==> src/bitmap_page_frame_allocator_defines.svh <==
// Assertion helpers for the allocator RTL.
`ifndef BITMAP_PAGE_FRAME_ALLOCATOR_DEFINES_SVH
`define BITMAP_PAGE_FRAME_ALLOCATOR_DEFINES_SVH

// Same-cycle implication.
`define BPFA_ASSERT_IMP(lbl, clk, rst, ante, cons, msg) \
   lbl: assert property (@(posedge clk) disable iff (rst) (ante) |-> (cons)) \
      else $error(msg);

// Next-cycle implication.
`define BPFA_ASSERT_NEXT(lbl, clk, rst, ante, cons, msg) \
   lbl: assert property (@(posedge clk) disable iff (rst) (ante) |=> (cons)) \
      else $error(msg);

`endif

==> src/bpfa_pkg.sv <==
`timescale 1ns / 1ps

package bpfa_pkg;

   localparam int MAX_PAGES  = 65536;
   localparam int PAGE_BYTES = 4096;
   localparam int PAGE_SHIFT = $clog2(PAGE_BYTES);
   localparam int PAGE_W     = $clog2(MAX_PAGES);
   localparam int TOTAL_W    = PAGE_W + 1;
   localparam int WORD_BITS  = 32;
   localparam int BIT_W      = $clog2(WORD_BITS);
   localparam int WORDS      = MAX_PAGES / WORD_BITS;
   localparam int WORD_AW    = $clog2(WORDS);

   localparam int OP_W     = 2;
   localparam int ADDR_W   = 32;
   localparam int LEN_W    = 32;
   localparam int STATUS_W = 2;
   localparam int PADDR_W  = 28;
   localparam int CNT_W    = 17;
   localparam int SUM_W    = ADDR_W + 2;

   localparam logic [CNT_W-1:0] COUNT_MAX = '1;

   localparam logic [OP_W-1:0] OP_ALLOC     = 2'd0;
   localparam logic [OP_W-1:0] OP_FREE      = 2'd1;
   localparam logic [OP_W-1:0] OP_MARK_USED = 2'd2;
   localparam logic [OP_W-1:0] OP_MARK_FREE = 2'd3;

   localparam logic [STATUS_W-1:0] STATUS_OK       = 2'd0;
   localparam logic [STATUS_W-1:0] STATUS_NO_MEM   = 2'd1;
   localparam logic [STATUS_W-1:0] STATUS_MISALIGN = 2'd2;
   localparam logic [STATUS_W-1:0] STATUS_RANGE    = 2'd3;

   typedef enum logic [1:0] {
      MODE_FIND,
      MODE_SET,
      MODE_CLEAR
   } word_mode_type;

   typedef struct packed {
      logic [OP_W-1:0]   op;
      logic [ADDR_W-1:0] byte_addr;
      logic [LEN_W-1:0]  byte_len;
   } req_type;

   typedef struct packed {
      logic [STATUS_W-1:0] status;
      logic [PADDR_W-1:0]  page_addr;
      logic [CNT_W-1:0]    free_count;
   } rsp_type;

   typedef struct packed {
      word_mode_type      mode;
      logic [WORD_AW-1:0] widx;
      logic [TOTAL_W-1:0] lo;
      logic [TOTAL_W-1:0] hi;
   } word_cmd_type;

   typedef struct packed {
      logic [WORD_BITS-1:0] new_word;
      logic                 found;
      logic [BIT_W-1:0]     found_bit;
      logic [BIT_W:0]       change_cnt;
   } word_res_type;

endpackage

==> src/bpfa_word_unit.sv <==
`timescale 1ns / 1ps

module bpfa_word_unit import bpfa_pkg::*; (
   input  logic [WORD_BITS-1:0] rd_word,
   input  word_cmd_type         cmd,
   output word_res_type         res
);

   localparam int SEG_W = TOTAL_W - BIT_W;

   logic [SEG_W-1:0]     cur_seg;
   logic [SEG_W-1:0]     lo_seg;
   logic [SEG_W-1:0]     hi_seg;
   logic [WORD_BITS-1:0] lo_mask;
   logic [WORD_BITS-1:0] hi_mask;
   logic [WORD_BITS-1:0] mask;
   logic [WORD_BITS-1:0] hits;
   logic [BIT_W-1:0]     first_bit;

   assign cur_seg = SEG_W'(cmd.widx);
   assign lo_seg  = cmd.lo[TOTAL_W-1:BIT_W];
   assign hi_seg  = cmd.hi[TOTAL_W-1:BIT_W];

   always_comb begin
      lo_mask = (lo_seg == cur_seg) ? ({WORD_BITS{1'b1}} << cmd.lo[BIT_W-1:0]) : '1;
      hi_mask = (hi_seg == cur_seg) ? ~({WORD_BITS{1'b1}} << cmd.hi[BIT_W-1:0]) : '1;
      mask    = lo_mask & hi_mask;
   end

   always_comb begin
      case (cmd.mode)
         MODE_FIND:  hits = ~rd_word & mask;
         MODE_SET:   hits = ~rd_word & mask;
         MODE_CLEAR: hits = rd_word & mask;
         default:    hits = '0;
      endcase
   end

   always_comb begin
      first_bit = '0;
      for (int i = WORD_BITS - 1; i >= 0; i--) begin
         if (hits[i]) begin
            first_bit = BIT_W'(i);
         end
      end
   end

   always_comb begin
      res.found      = |hits;
      res.found_bit  = first_bit;
      res.change_cnt = (BIT_W + 1)'($countones(hits));
      case (cmd.mode)
         MODE_FIND:  res.new_word = (|hits) ? (rd_word | (WORD_BITS'(1) << first_bit))
                                            : rd_word;
         MODE_SET:   res.new_word = rd_word | mask;
         MODE_CLEAR: res.new_word = rd_word & ~mask;
         default:    res.new_word = rd_word;
      endcase
   end

endmodule

==> config.mk <==
export PLATFORM = sky130hd
export DESIGN_NAME = bpfa_word_unit
export DESIGN_NICKNAME = d
export VERILOG_FILES = /design/src/bitmap_page_frame_allocator_defines.svh /design/src/bpfa_pkg.sv /design/src/bpfa_word_unit.sv
export SDC_FILE = /design/constraint.sdc
export NUM_CORES = 1
export LEC_CHECK = 0
export BUFFER_PORTS_ARGS = -buffer_cell sky130_fd_sc_hd__buf_2
export CAP_MARGIN = 20
export CORE_UTILIZATION = 32
export DETAILED_ROUTE_END_ITERATION = 10
export PLACE_DENSITY = 0.66
export SYNTH_ARGS = -nofsm -noshare
export SYNTH_HDL_FRONTEND = slang
export SYNTH_SLANG_ARGS = --single-unit
==> constraint.sdc <==
create_clock -name vclk -period 8
set_clock_uncertainty 0.15 [all_clocks]
set_input_delay 0.4 -clock vclk [all_inputs]
set_output_delay 0.4 -clock vclk [all_outputs]
set_load 0.02 [all_outputs]
==> impl_metrics.json <==
{
  "initialDrtViolationCount": 882,
  "tns_ps": 0,
  "syn_area_sq_um": 4180,
  "synth_top_family_by_area": "compound AO/OA/AOI/OAI gates",
  "ant_nets": 0,
  "grt_usage_pct": 26.6,
  "setup_ws_ps": 799,
  "firstDrtPassIters": 8,
  "num_antenna_cells": 0,
  "layout_commonest_cell": "buf_2",
  "vias": 5657,
  "worstSetupPathType": "in -> out",
  "hold_violations": 0,
  "hpwl_mm": 14.9,
  "slowest_delay_ps": 550,
  "seq_cells": 0,
  "crit_path_max_fanout": 11,
  "cp.arrival_ps": 6650,
  "antenna_found_initial": 0,
  "netlist_instances": 645,
  "final_util_pct": 39.1,
  "die_h_um": 116,
  "synth.area.mux_share_pct": 0.719,
  "cts_resized": 0,
  "maxCapViolations": 0,
  "hold_buffers": 0,
  "synth_nets": 756,
  "slew-limit-headroom_pct": 20.3,
  "tightest_slew_ps": 1190,
  "crit_slowest_cell": "fa_1",
  "hold_path_class": "in -> out",
  "fmax_mhz": 139,
  "crit_path_end_kind": "output pin",
  "synth.avg_cell_area_sq_um": 6.48,
  "core_region_area_sq_um": 12700,
  "drive_above_1_share_pct": 23.3,
  "period_needed_ps": 7200,
  "drt-met1-wl_mm": 7.66,
  "grt_max_degree": 54,
  "top_layer_used": "met4",
  "grt_pass1_wl_mm": 27.8,
  "grt_pass1_vias": 4948,
  "cp_data_required_time_ps": 7450,
  "final_cell_mix": "buf_2, nand2_1, a21oi_1",
  "setup_viol": 0,
  "final_max_slew_viol_count": 0,
  "via_per_inst": 6.19,
  "power_density_nw_per_um2": 214,
  "fin_crit_sh_pct": 90.0,
  "yosysTopAreaCellShare_pct": 10.5,
  "dpl_worst_slack_ps": 968,
  "status": "finished clean",
  "synthTopCellsByArea": "fa_1, a21oi_1, nand2_1",
  "yosysTopAreaCell": "fa_1",
  "synth_cell_types": 74,
  "p_leak_nw": 2.15,
  "globalplace.congestion": 1.00,
  "drc": 0,
  "num-nets-final": 855,
  "clock_buffer_count": 0,
  "syn2layout_area_growth_pct": 18.5,
  "wl_mm": 18.0,
  "rows": 41,
  "yosysWarnings": 0,
  "dieArea_sq_um": 13500,
  "routedWlPerCell_um": 19.7,
  "ioPinCount": 123,
  "final-seq-area_sq_um": 0,
  "wl_met2_mm": 7.78,
  "grt_overflow": 0,
  "crit_chain": "buf_2 > xor2_1 > nor4_2 > nand4_1 > o21ai_0 > inv_1 > fa_1 > inv_1 > fa_1 > inv_1 > fa_1 > inv_1 > fa_1 > fa_1 > fa_1 > inv_1 > ha_1 > inv_1 > fa_1 > inv_1 > a21o_1 > a21oi_1 > xnor2_1 > buf_2",
  "synthSimpleGateAreaFrac_pct": 31.4,
  "rsz0062_at_grt": "no",
  "wl_met3_mm": 2.01,
  "dieWidth_um": 116,
  "cp-start-kind": "input port",
  "post_cts_buffers": 0,
  "start_util_pct": 33.0,
  "hold_depth": 4,
  "synth_xor_area_share_pct": 5.66,
  "yosysSeqAreaShare_pct": 0,
  "port_buffers": 123,
  "synth-compound-area-share_pct": 40.3,
  "peakVddDrop_uv": 1220,
  "synthAdderAreaFrac_pct": 13.5
}
-- path summary, 6_finish.rpt --
kind                       start  endpoint
worst max-delay path     cmd[43]    res[4]
worst min-delay path  rd_word[4]   res[16]
-- cells by family after synthesis --
kind of cell	count (synthesis)
AND/OR/NAND/NOR	249
AO/OA/AOI/OAI	245
buffers and inverters	89
adder cells (fa/ha/maj)	32
XOR/XNOR	27
multiplexers	3
-- worst max-delay path: cells and delay by family --
kind / cells / cell delay, ps
XOR/XNOR: 2 / 310
adder cells (fa/ha/maj): 8 / 3510
buffers and inverters: 9 / 810
AO/OA/AOI/OAI: 3 / 680
AND/OR/NAND/NOR: 2 / 950
-- metrics by stage --
stage | power [W] | instances | instance area [sq um] | hold WS [ps]
finish | 0.00106 | 914 | 4950 | 1040
global route | 0.00120 | 914 | 4950 | 1070
CTS | 0.00107 | 913 | 4940 | 1040
detailed placement | 0.00107 | 913 | 4940 | 1040
global placement | 0.00107 | 913 | 4940 | 1040
floorplan | 0.000783 | 645 | 4180 | 838
-- Yosys cell counts (6+ instances only) --
cell type and number:
nand2_1 79, a21oi_1 63, nor2_1 59, o21ai_0 51, inv_1 48, clkbuf_1 31, nand4_1 28, a22oi_1 24
fa_1 22, xnor2_1 20, nand3_1 16, ha_1 10, nor3_1 10, a31oi_1 9, and2_1 8, and4_1 7
buf_2 7, xor2_1 7, a21bo_2 6, nand4b_1 6, o211ai_1 6, o221ai_1 6
-- layout make-up --
class / instances / area [sq um]
fillers: 1379 / 7720
multi-input cells: 556 / 3830
repair buffers: 137 / 721
well taps: 172 / 215
inverters: 49 / 184
-- layer usage --
layer | track usage (%) | up-vias
met1 | 37.6 | 2597
met5 | 0 | -
met4 | 7.78 | 0
met3 | 3.48 | 48
met2 | 41.7 | 407
li1 | - | 2605
-- report_power, final --
part	switching [W]	total [W]	internal, W
logic	0.000644	0.00106	0.000417
registers	0	0	0
clock network	0	0	0
No activity file was read; power rests on OpenSTA's default activity.
